## config.mk

```make
export PLATFORM = sky130hd
export DESIGN_NAME = http_request_head_tokenizer
export DESIGN_NICKNAME = d
export VERILOG_FILES = /design/src/sv/hrt_pkg.sv /design/src/sv/hrt_classify.sv /design/src/sv/http_request_head_tokenizer.sv
export VERILOG_INCLUDE_DIRS = /design/src /design/src/sv
export SDC_FILE = /design/constraint.sdc
export NUM_CORES = 1
export LEC_CHECK = 0
export ABC_AREA = 0
export BUFFER_PORTS_ARGS = -buffer_cell sky130_fd_sc_hd__buf_4
export CAP_MARGIN = 30
export CORE_AREA = 3 3 71 73
export CTS_BUF_LIST = sky130_fd_sc_hd__clkbuf_8 sky130_fd_sc_hd__clkbuf_16
export CTS_CLUSTER_SIZE = 20
export DETAILED_ROUTE_END_ITERATION = 10
export DIE_AREA = 0 0 74 76
export PLACE_DENSITY = 0.8
export SLEW_MARGIN = 25
export SYNTH_ARGS = -nofsm -noshare
export SYNTH_HDL_FRONTEND = slang
export SYNTH_SLANG_ARGS = --single-unit
export TNS_END_PERCENT = 1
```

## constraint.sdc

```tcl
create_clock -name clk -period 2.95 [get_ports clk]
set_clock_uncertainty 0.2 [all_clocks]
set_input_delay 0.885 -clock clk [delete_from_list [all_inputs] [get_ports clk]]
set_output_delay 0.885 -clock clk [all_outputs]
set_load 0.05 [all_outputs]
```

## src/sv/http_request_head_tokenizer_assert.svh

```systemverilog
// Assertion macros for the HTTP request head tokenizer.
// Depends on nothing; compiled out when SYNTHESIS is defined.
`ifndef HTTP_REQUEST_HEAD_TOKENIZER_ASSERT_SVH
`define HTTP_REQUEST_HEAD_TOKENIZER_ASSERT_SVH

`ifndef SYNTHESIS
`define HRT_ASSERT_IMPL(name, clk, rst_n, ante, cons) \
  name: assert property (@(posedge clk) disable iff (!rst_n) (ante) |-> (cons)) \
    else $error("hrt: same-cycle check failed");
`define HRT_ASSERT_NEXT(name, clk, rst_n, ante, cons) \
  name: assert property (@(posedge clk) disable iff (!rst_n) (ante) |=> (cons)) \
    else $error("hrt: next-cycle check failed");
`else
`define HRT_ASSERT_IMPL(name, clk, rst_n, ante, cons)
`define HRT_ASSERT_NEXT(name, clk, rst_n, ante, cons)
`endif

`endif

```

## src/sv/hrt_pkg.sv

```systemverilog
// Types, codes and method table for the HTTP request head tokenizer.
// Depends on nothing.
package hrt_pkg;

  localparam int NUM_VERBS = 5;

  typedef enum logic [2:0] {
    ST_METHOD  = 3'd0,
    ST_PATH    = 3'd1,
    ST_VERSION = 3'd2,
    ST_HNAME   = 3'd3,
    ST_HVALUE  = 3'd4,
    ST_BODY    = 3'd5
  } parse_state_t;

  localparam logic [2:0] KIND_METHOD  = 3'd0;
  localparam logic [2:0] KIND_PATH    = 3'd1;
  localparam logic [2:0] KIND_VERSION = 3'd2;
  localparam logic [2:0] KIND_HNAME   = 3'd3;
  localparam logic [2:0] KIND_HVALUE  = 3'd4;
  localparam logic [2:0] KIND_BODY    = 3'd5;
  localparam logic [2:0] KIND_SEP     = 3'd6;
  localparam logic [2:0] KIND_CR      = 3'd7;

  localparam logic [2:0] VERB_GET    = 3'd0;
  localparam logic [2:0] VERB_POST   = 3'd1;
  localparam logic [2:0] VERB_PUT    = 3'd2;
  localparam logic [2:0] VERB_DELETE = 3'd3;
  localparam logic [2:0] VERB_PATCH  = 3'd4;
  localparam logic [2:0] CODE_UNKNOWN = 3'd5;

  localparam logic [2:0] METHOD_LEN_MAX = 3'd7;

  localparam logic [7:0] CH_SPACE = 8'h20;
  localparam logic [7:0] CH_COLON = 8'h3A;
  localparam logic [7:0] CH_CR    = 8'h0D;
  localparam logic [7:0] CH_LF    = 8'h0A;

  localparam logic [2:0] VERB_LEN [NUM_VERBS] = '{3'd3, 3'd4, 3'd3, 3'd6, 3'd5};

  typedef struct packed {
    logic [7:0] data_byte;
    logic       start_of_message;
  } in_beat_t;

  typedef struct packed {
    logic [7:0] byte_out;
    logic [2:0] field_kind;
    logic       field_done;
    logic [2:0] method_code;
    logic       method_valid;
    logic       head_done;
  } out_beat_t;

  typedef struct packed {
    parse_state_t           parse_state;
    logic [NUM_VERBS-1:0]   match_flags;
    logic [2:0]             method_len;
    logic                   cr_seen;
    logic                   skip_sp;
  } ctx_t;

  localparam ctx_t CTX_RESET = '{
    parse_state: ST_METHOD,
    match_flags: '1,
    method_len:  3'd0,
    cr_seen:     1'b0,
    skip_sp:     1'b0
  };

  function automatic logic [7:0] verb_char(input logic [2:0] verb, input logic [2:0] pos);
    logic [7:0] txt [6];
    txt = '{8'h00, 8'h00, 8'h00, 8'h00, 8'h00, 8'h00};
    case (verb)
      VERB_GET:    txt = '{"G", "E", "T", 8'h00, 8'h00, 8'h00};
      VERB_POST:   txt = '{"P", "O", "S", "T", 8'h00, 8'h00};
      VERB_PUT:    txt = '{"P", "U", "T", 8'h00, 8'h00, 8'h00};
      VERB_DELETE: txt = '{"D", "E", "L", "E", "T", "E"};
      VERB_PATCH:  txt = '{"P", "A", "T", "C", "H", 8'h00};
      default:     txt = '{8'h00, 8'h00, 8'h00, 8'h00, 8'h00, 8'h00};
    endcase
    case (pos)
      3'd0:    return txt[0];
      3'd1:    return txt[1];
      3'd2:    return txt[2];
      3'd3:    return txt[3];
      3'd4:    return txt[4];
      3'd5:    return txt[5];
      default: return 8'h00;
    endcase
  endfunction

endpackage

```

## src/sv/hrt_classify.sv

```systemverilog
// Per-byte tagging and parse state transition for one beat.
// Depends on hrt_pkg.
module hrt_classify
  import hrt_pkg::*;
(
  input  in_beat_t  beat,
  input  ctx_t      ctx,
  output ctx_t      ctx_nxt,
  output out_beat_t res
);

  ctx_t       cur;
  logic [7:0] b;

  assign b = beat.data_byte;

  always_comb begin
    cur = beat.start_of_message ? CTX_RESET : ctx;
    ctx_nxt = cur;
    res.byte_out     = b;
    res.field_kind   = KIND_METHOD;
    res.field_done   = 1'b0;
    res.method_code  = CODE_UNKNOWN;
    res.method_valid = 1'b0;
    res.head_done    = 1'b0;

    unique case (cur.parse_state)
      ST_METHOD: begin
        if (b == CH_SPACE) begin
          for (int k = 0; k < NUM_VERBS; k++) begin
            if (cur.match_flags[k] && cur.method_len == VERB_LEN[k]) begin
              res.method_code = 3'(k);
            end
          end
          res.method_valid    = 1'b1;
          res.field_done      = 1'b1;
          res.field_kind      = KIND_SEP;
          ctx_nxt.parse_state = ST_PATH;
          ctx_nxt.match_flags = '1;
          ctx_nxt.method_len  = 3'd0;
        end else begin
          for (int k = 0; k < NUM_VERBS; k++) begin
            if (!(cur.method_len < VERB_LEN[k] && verb_char(3'(k), cur.method_len) == b)) begin
              ctx_nxt.match_flags[k] = 1'b0;
            end
          end
          if (cur.method_len != METHOD_LEN_MAX) begin
            ctx_nxt.method_len = cur.method_len + 3'd1;
          end
        end
      end
      ST_PATH: begin
        if (b == CH_SPACE) begin
          res.field_kind      = KIND_SEP;
          res.field_done      = 1'b1;
          ctx_nxt.parse_state = ST_VERSION;
        end else begin
          res.field_kind = KIND_PATH;
        end
      end
      ST_VERSION, ST_HNAME, ST_HVALUE: begin
        ctx_nxt.cr_seen = 1'b0;
        if (cur.cr_seen && b == CH_LF) begin
          res.field_kind = KIND_SEP;
          if (cur.parse_state == ST_HNAME) begin
            res.head_done       = 1'b1;
            ctx_nxt.parse_state = ST_BODY;
          end else begin
            res.field_done      = 1'b1;
            ctx_nxt.parse_state = ST_HNAME;
          end
        end else if (cur.parse_state == ST_HVALUE && cur.skip_sp && b == CH_SPACE) begin
          res.field_kind = KIND_SEP;
        end else begin
          if (cur.parse_state == ST_HVALUE) begin
            ctx_nxt.skip_sp = 1'b0;
          end
          if (b == CH_CR) begin
            ctx_nxt.cr_seen = 1'b1;
            res.field_kind  = KIND_CR;
          end else if (cur.parse_state == ST_HNAME && b == CH_COLON) begin
            res.field_kind      = KIND_SEP;
            res.field_done      = 1'b1;
            ctx_nxt.skip_sp     = 1'b1;
            ctx_nxt.parse_state = ST_HVALUE;
          end else if (cur.parse_state == ST_VERSION) begin
            res.field_kind = KIND_VERSION;
          end else if (cur.parse_state == ST_HNAME) begin
            res.field_kind = KIND_HNAME;
          end else begin
            res.field_kind = KIND_HVALUE;
          end
        end
      end
      default: begin
        res.field_kind = KIND_BODY;
      end
    endcase
  end

endmodule

```

## src/sv/http_request_head_tokenizer.sv

```systemverilog
// HTTP request head tokenizer: tags each request byte by message part.
// Path: a beat is held in the input register s0_r, classified, then captured in out_r.
// Throughput: one byte per cycle while out_stall is low; out_stall backs up into in_stall.
// Reset: rst_n low clears both valid stages and returns the parser to method state.
// Depends on hrt_pkg, hrt_classify and http_request_head_tokenizer_assert.svh.
`include "http_request_head_tokenizer_assert.svh"

module http_request_head_tokenizer
  import hrt_pkg::*;
(
  input  logic      clk,
  input  logic      rst_n,
  input  logic      in_valid,
  output logic      in_stall,
  input  in_beat_t  in_data,
  output logic      out_valid,
  input  logic      out_stall,
  output out_beat_t out_data
);

  in_beat_t  s0_r;
  logic      s0_valid_r;
  logic      s0_valid_nxt;
  out_beat_t out_r;
  logic      out_valid_r;
  logic      out_valid_nxt;
  ctx_t      ctx_r;
  ctx_t      ctx_nxt;
  out_beat_t res;
  logic      s0_adv;
  logic      in_acc;

  hrt_classify u_classify (
    .beat    (s0_r),
    .ctx     (ctx_r),
    .ctx_nxt (ctx_nxt),
    .res     (res)
  );

  assign s0_adv   = s0_valid_r && (!out_valid_r || !out_stall);
  assign in_stall = s0_valid_r && !s0_adv;
  assign in_acc   = in_valid && !in_stall;

  assign s0_valid_nxt  = in_acc ? 1'b1 : (s0_adv ? 1'b0 : s0_valid_r);
  assign out_valid_nxt = s0_adv ? 1'b1 : (out_stall ? out_valid_r : 1'b0);

  always_ff @(posedge clk) begin
    if (!rst_n) begin
      s0_valid_r  <= 1'b0;
      out_valid_r <= 1'b0;
      ctx_r       <= CTX_RESET;
    end else begin
      s0_valid_r  <= s0_valid_nxt;
      out_valid_r <= out_valid_nxt;
      if (s0_adv) begin
        ctx_r <= ctx_nxt;
      end
    end
  end

  always_ff @(posedge clk) begin
    if (in_acc) begin
      s0_r <= in_data;
    end
    if (s0_adv) begin
      out_r <= res;
    end
  end

  assign out_valid = out_valid_r;
  assign out_data  = out_r;

  `HRT_ASSERT_IMPL(a_method_end_sep, clk, rst_n, out_valid_r && out_r.method_valid, out_r.field_done && out_r.field_kind == KIND_SEP)
  `HRT_ASSERT_NEXT(a_head_to_body, clk, rst_n, s0_adv && res.head_done, ctx_r.parse_state == ST_BODY)
  `HRT_ASSERT_NEXT(a_body_sticky, clk, rst_n, ctx_r.parse_state == ST_BODY && !(s0_adv && s0_r.start_of_message), ctx_r.parse_state == ST_BODY)

endmodule

```

==> results of run 1 <==
placed cells by master, fill, tap and decap left out, types with 3 or more instances in the layout:
master | netlist | routed
a21oi_1 | 17 | 17
a31oi_1 | 5 | 5
and3_1 | 7 | 7
buf_4 | 3 | 39
clkbuf_8 | 0 | 6
dfxtp_1 | 15 | 15
edfxtp_1 | 26 | 26
ha_1 | 4 | 4
inv_1 | 5 | 7
nand2_1 | 23 | 23
nand2b_1 | 4 | 4
nand3_1 | 6 | 6
nor2_1 | 27 | 27
nor2b_1 | 9 | 9
nor3_1 | 9 | 9
nor4_1 | 3 | 3
o211ai_1 | 4 | 4
o21a_1 | 3 | 3
o21ai_0 | 19 | 19
o21ai_1 | 5 | 5
o22a_1 | 4 | 4
xnor2_1 | 6 | 6
worst max-delay path, cell delays in order (launching register included):
cell       delay [ps]
dfxtp_1           500
nor2b_1           310
inv_1             100
ha_1              310
nor3_1            210
nor2_1             90
or3_1             340
a2111oi_2         380
o22a_1            180
registers in the layout (all words and copies together), names as in the netlist:
| register | flops |
|---|---|
| ctx_r | 13 |
| out_data | 17 |
| out_valid | 1 |
| s0_r | 9 |
| s0_valid_r | 1 |
kinds of logic after synthesis:
family / synth area share (%)
AO/OA/AOI/OAI: 24.5
XOR/XNOR: 2.73
adder cells (fa/ha/maj): 1.95
buffers and inverters: 5.61
flip-flops: 42.2
multiplexers: 0.878
AND/OR/NAND/NOR: 22.2
per-layer routing:
metal / routed length [microns] / vias up
li1: - / 1098
met2: 2670 / 133
met4: 130 / 0
met5: 0 / -
met3: 586 / 17
met1: 2550 / 1050
report_power, final:
group / switching, uW / internal (uW)
combinational: 114 / 70.0
clock: 188 / 184
sequential: 32.2 / 639
per-stage QoR:
stage / util [%] / hold slack [ps] / cells
after floorplan: - / 228 / 282
after global placement: 63.4 / 252 / 349
after detailed placement: 63.4 / 257 / 349
after CTS: 65.5 / 278 / 357
after global routing: 65.5 / 306 / 357
final: 65.5 / 279 / 357
worst max-delay path by stage:
stage,start,end,slack [ps],depth (start not counted)
detailed placement,ctx_r[3]$_SDFFE_PN0P_,ctx_r[5]$_SDFFE_PN1P_,280,8
floorplan,s0_r[0]$_DFFE_PP_,ctx_r[5]$_SDFFE_PN1P_,330,10
global placement,ctx_r[3]$_SDFFE_PN0P_,ctx_r[5]$_SDFFE_PN1P_,420,8
global route,ctx_r[3]$_SDFFE_PN0P_,ctx_r[5]$_SDFFE_PN1P_,110,8
finish,ctx_r[3]$_SDFFE_PN0P_,ctx_r[5]$_SDFFE_PN1P_,270,8
CTS,ctx_r[3]$_SDFFE_PN0P_,ctx_r[5]$_SDFFE_PN1P_,270,8
layout make-up:
type | count | area (sq um)
Clock inverter | 2 | 7.51
Clock buffer | 6 | 82.6
Multi-Input combinational cell | 211 | 1340
Tap cell | 52 | 65.1
Inverter | 6 | 22.5
Fill cell | 379 | 1520
Timing Repair Buffer | 39 | 293
Sequential cell | 41 | 1080
==> metrics.cfg, run 1 <==
[routing]
ant_nets = 0
drcViolationCount = 0
dr.pass1.iters = 5
initialDrtViolationCount = 242
drt-vias-per-instance = 6.44
vias = 2298
wirelength_microns = 5940
detail_route.wl_per_cell_microns = 16.6

[clock_tree]
cts_buffers = 5
postCtsHoldBufs = 0
post_cts_buffers = 0
cts_tree = done
clk_path_buf_depth = 2
htreeDepth = 2
cts_root_buf = clkbuf_8
clkTransAtPathRegs_ps = 70
clk_latency_ps = 300
cts_resized = 0
cts.sinks = 41

[floorplanning]
chipHeight_microns = 76
core_sq_um = 4410
rows = 24
initial_utilization_pct = 58.1
ioPinCount = 32
fp.dieArea_sq_um = 5620
fp.dieW_microns = 74

[worst_setup_path]
reg2regPathDepth = 8
required_ps = 3000
end_kind = flop
r2r-end = ctx_r[5]$_SDFFE_PN1P_
start_kind = flop
crit_path_max_fanout = 10
critical_path_class = flop to flop
r2r_setup_slack_ps = 270
reg2reg_from = ctx_r[3]$_SDFFE_PN0P_
crit_arrival_ps = 2730

[sta]
period_minus_slack_ps = 2680
setup_violations = 0
maxSlewViolCount = 0
max_freq_ghz = 0.374
hold_violations = 0
rsz0062_at_grt = no
post-route-period-util_pct = 90.8
worst_slew_pin_slew_ps = 563
worst_slack_ps = 273
slew_headroom_pct = 62.4
final.setup.tns_ps = 0

[yosys]
synth-edff-count = 26
synth.area.top_cells = edfxtp_1 30%, dfxtp_1 12%, nor2_1 4.0%
ys_warn_count = 0
synth_top_flop_cell = edfxtp_1
synth_top_area_cell = edfxtp_1
synth_nets = 299
syn_avg_cell_area_sq_um = 9.09
synthMostInstantiatedCell = nor2_1
yosys.area.top_type_share_pct = 30.5
syn_area_sq_um = 2560
ys_ff_latch = 41
synthArstFlopShare_pct = 0
synth_cells = 282
yosys-top-cells-count = 27 x nor2_1, 26 x edfxtp_1, 23 x nand2_1
ys_types = 65
seq_area_frac_synth_pct = 42.2

[grt]
grt_pass1_wl_microns = 9940
gr-usage-met3_pct = 5.94
grt_max_degree = 27
grt-busiest-layer = met2
met1_usage_pct = 31.3
globalRouteMet2Util_pct = 32.4
antenna_found_initial = 0
grt_overflow = 0
groute.usage.overall_pct = 22.2
grt_pass1_vias = 2130

[placement]
gp_congestion = 0.958
place_ws_ps = 280
io_buffers = 31
dpl-instance-area_sq_um = 2800
hpwl_microns = 4140

[finish]
drive_above_1_share_pct = 17.7
synthToLayoutAreaGrowth_pct = 12.7
diodes = 0
final_area_sq_um = 2890
fin_nets = 321

[power]
p_total_uw = 1230
peakVddDrop_mv = 0.339
p_leak_uw = 0.00102
power.density_nw_per_um2 = 425

[worst_hold_path]
hold_end = ctx_r[9]$_SDFFE_PN1P_
min_path_cells = 1
min_path_type = flop to flop
worstHoldStart = ctx_r[9]$_SDFFE_PN1P_

[outcome]
status = completed

[job]
drv_cap = 0

Note: power is estimated with default switching activity, not from simulation.
==> inputs of run 2 (changes only) <==
--- a/config.mk
+++ b/config.mk
@@ -6,7 +6,7 @@
 export SDC_FILE = /design/constraint.sdc
 export NUM_CORES = 1
 export LEC_CHECK = 0
-export ABC_AREA = 0
+export ABC_AREA = 1
 export BUFFER_PORTS_ARGS = -buffer_cell sky130_fd_sc_hd__buf_4
 export CAP_MARGIN = 30
 export CORE_AREA = 3 3 71 73
@@ -14,7 +14,7 @@
 export CTS_CLUSTER_SIZE = 20
 export DETAILED_ROUTE_END_ITERATION = 10
 export DIE_AREA = 0 0 74 76
-export PLACE_DENSITY = 0.8
+export PLACE_DENSITY = 0.79
 export SLEW_MARGIN = 25
 export SYNTH_ARGS = -nofsm -noshare
 export SYNTH_HDL_FRONTEND = slang
==> metrics.cfg, run 2 <==
[sta]
final.setup.tns_ps = 0
worst_slew_pin_slew_ps = 671
maxSlewViolCount = 0
hold_violations = 0
worst_slack_ps = 331
setup_violations = 0
slew_headroom_pct = 55.2
holdWs_ps = 274
rsz0062_at_grt = no
post-route-period-util_pct = 88.8
period_minus_slack_ps = 2620
max_freq_ghz = 0.382

[worst_hold_path]
hold_end = ctx_r[9]$_SDFFE_PN1P_
min_path_type = flop to flop
min_path_cells = 2
worstHoldStart = ctx_r[9]$_SDFFE_PN1P_

[placement]
dpl-instance-area_sq_um = 2810
io_buffers = 31
hpwl_microns = 4220
place_ws_ps = 379
gp_congestion = 0.918

[worst_setup_path]
reg2regPathDepth = 14
crit_path_max_fanout = 9
end_kind = flop
r2r-end = ctx_r[7]$_SDFFE_PN1P_
crit_arrival_ps = 2610
reg2reg_from = s0_r[0]$_DFFE_PP_
start_kind = flop
r2r_setup_slack_ps = 330
critical_path_class = flop to flop
required_ps = 2940

[outcome]
status = completed

[yosys]
synth-edff-count = 26
synth_compound_area_share_pct = 9.40
ys_warn_count = 0
synth_top_area_cell = edfxtp_1
synth_fa_ha_area_share_pct = 1.97
syn_area_sq_um = 2540
synthMostInstantiatedCell = nand2_1
synth_top_flop_cell = edfxtp_1
synth_nets = 346
synthXorXnorAreaFrac_pct = 2.76
yosys.area.top_type_share_pct = 30.7
synthArstFlopShare_pct = 0
synth.area.top_cells = edfxtp_1 31%, nand2_1 15%, dfxtp_1 12%
ys_ff_latch = 41
synthMuxAreaShare_pct = 0.394
synth_simple_gate_area_share_pct = 34.4
yosys-top-cells-count = 103 x nand2_1, 35 x inv_1, 33 x nor2_1
ys_types = 38
syn_avg_cell_area_sq_um = 7.73
synth_top_family_by_area = simple AND/OR/NAND/NOR gates
synth_cells = 329
seq_area_frac_synth_pct = 42.5

[power]
peakVddDrop_mv = 0.308
power.density_nw_per_um2 = 462
p_leak_uw = 0.00136

[routing]
detail_route.wl_per_cell_microns = 13.5
drt-vias-per-instance = 5.38
dr.pass1.iters = 4
drcViolationCount = 0
wirelength_microns = 5610
initialDrtViolationCount = 260
vias = 2228
ant_nets = 0

[clock_tree]
cts_root_buf = clkbuf_8
cts_buffers = 5
clk_latency_ps = 300
cts_tree = done
post_cts_buffers = 0
cts_resized = 0
clk_path_buf_depth = 2
htreeDepth = 2
clkTransAtPathRegs_ps = 80
cts.sinks = 41
postCtsHoldBufs = 0

[floorplanning]
ioPinCount = 32
core_sq_um = 4410
rows = 24
initial_utilization_pct = 57.6
fp.dieArea_sq_um = 5620
fp.dieW_microns = 74
chipHeight_microns = 76

[grt]
groute.usage.overall_pct = 21.4
grt_pass1_vias = 2067
antenna_found_initial = 0
grt_pass1_wl_microns = 9510
grt_overflow = 0
grt_max_degree = 29

[finish]
drive_above_1_share_pct = 19.6
layout_commonest_cell = nand2_1
mostFrequentLayoutCells = 103 x nand2_1, 35 x inv_1, 32 x nor2_1, 32 x buf_4, 26 x edfxtp_1
n_fill_cell = 376
diodes = 0
synthToLayoutAreaGrowth_pct = 15.4
final_area_sq_um = 2930
largest_reg_flops = 17
fin_nets = 378

[job]
drv_cap = 0

-- run 2: per-layer routing --
| metal | track usage [%] | vias up | share of wire [%] |
|---|---|---|---|
| li1 | - | 1136 | - |
| met1 | 30.1 | 998 | 45 |
| met2 | 33.2 | 82 | 46 |
| met3 | 2.90 | 12 | 7.1 |
| met4 | 7.61 | 0 | 2.4 |
| met5 | 0 | - | 0 |
-- run 2: critical path, cell delays in order, from the launching register on --
cell and delay, ps:
edfxtp_1 670, nor2_1 300, inv_1 120, ha_1 270, o21ai_2 230, nand2_1 110, nand2_1 80, nand2_1 40
and2_1 140, nand2_1 70, nand2_1 50, nand2_1 70, nand2_1 50, nand2_1 60, nand2_1 50
-- run 2: where the power goes --
group	internal (uW)	switching (uW)	total, uW
logic	64.2	129	193
clock network	302	195	497
registers	639	26.3	666
-- run 2: worst max path at each step --
stage,start,endpoint,slack (ps),cells after the start
final,s0_r[0]$_DFFE_PP_,ctx_r[7]$_SDFFE_PN1P_,330,14
after global routing,s0_r[0]$_DFFE_PP_,ctx_r[9]$_SDFFE_PN1P_,90,15
after CTS,s0_r[0]$_DFFE_PP_,ctx_r[7]$_SDFFE_PN1P_,340,14
after detailed placement,s0_r[0]$_DFFE_PP_,ctx_r[7]$_SDFFE_PN1P_,380,14
after global placement,s0_r[0]$_DFFE_PP_,ctx_r[9]$_SDFFE_PN1P_,430,12
after floorplan,out_stall,in_stall,210,2
-- run 2: layout make-up --
cell class                      count  area (sq um)  share of cell area [%]
Clock inverter                      2          35.0                    1.19
Multi-Input combinational cell    238          1240                    42.4
Clock buffer                        6          93.8                    3.20
Inverter                           43           174                    5.93
Tap cell                           52          65.1                    2.22
Timing Repair Buffer               32           240                    8.19
Sequential cell                    41          1080                    36.8
-- run 2: logic make-up (layout without fill, tap and decap cells) --
logic type	after synthesis	after routing
simple gates	184	184
buf+inv	50	83
compound gates	41	41
flops	41	41
xor+xnor	8	8
fa+ha+maj	4	4
mux	1	1
-- run 2: stage by stage --
step | total power (uW) | cells | util (%)
2_1_floorplan | 815 | 329 | -
3_3_place_gp | 868 | 406 | 63.5
3_5_place_dp | 870 | 406 | 63.5
4_1_cts | 1370 | 414 | 66.5
5_1_grt | 1410 | 414 | 66.5
6_report | 1360 | 414 | 66.5
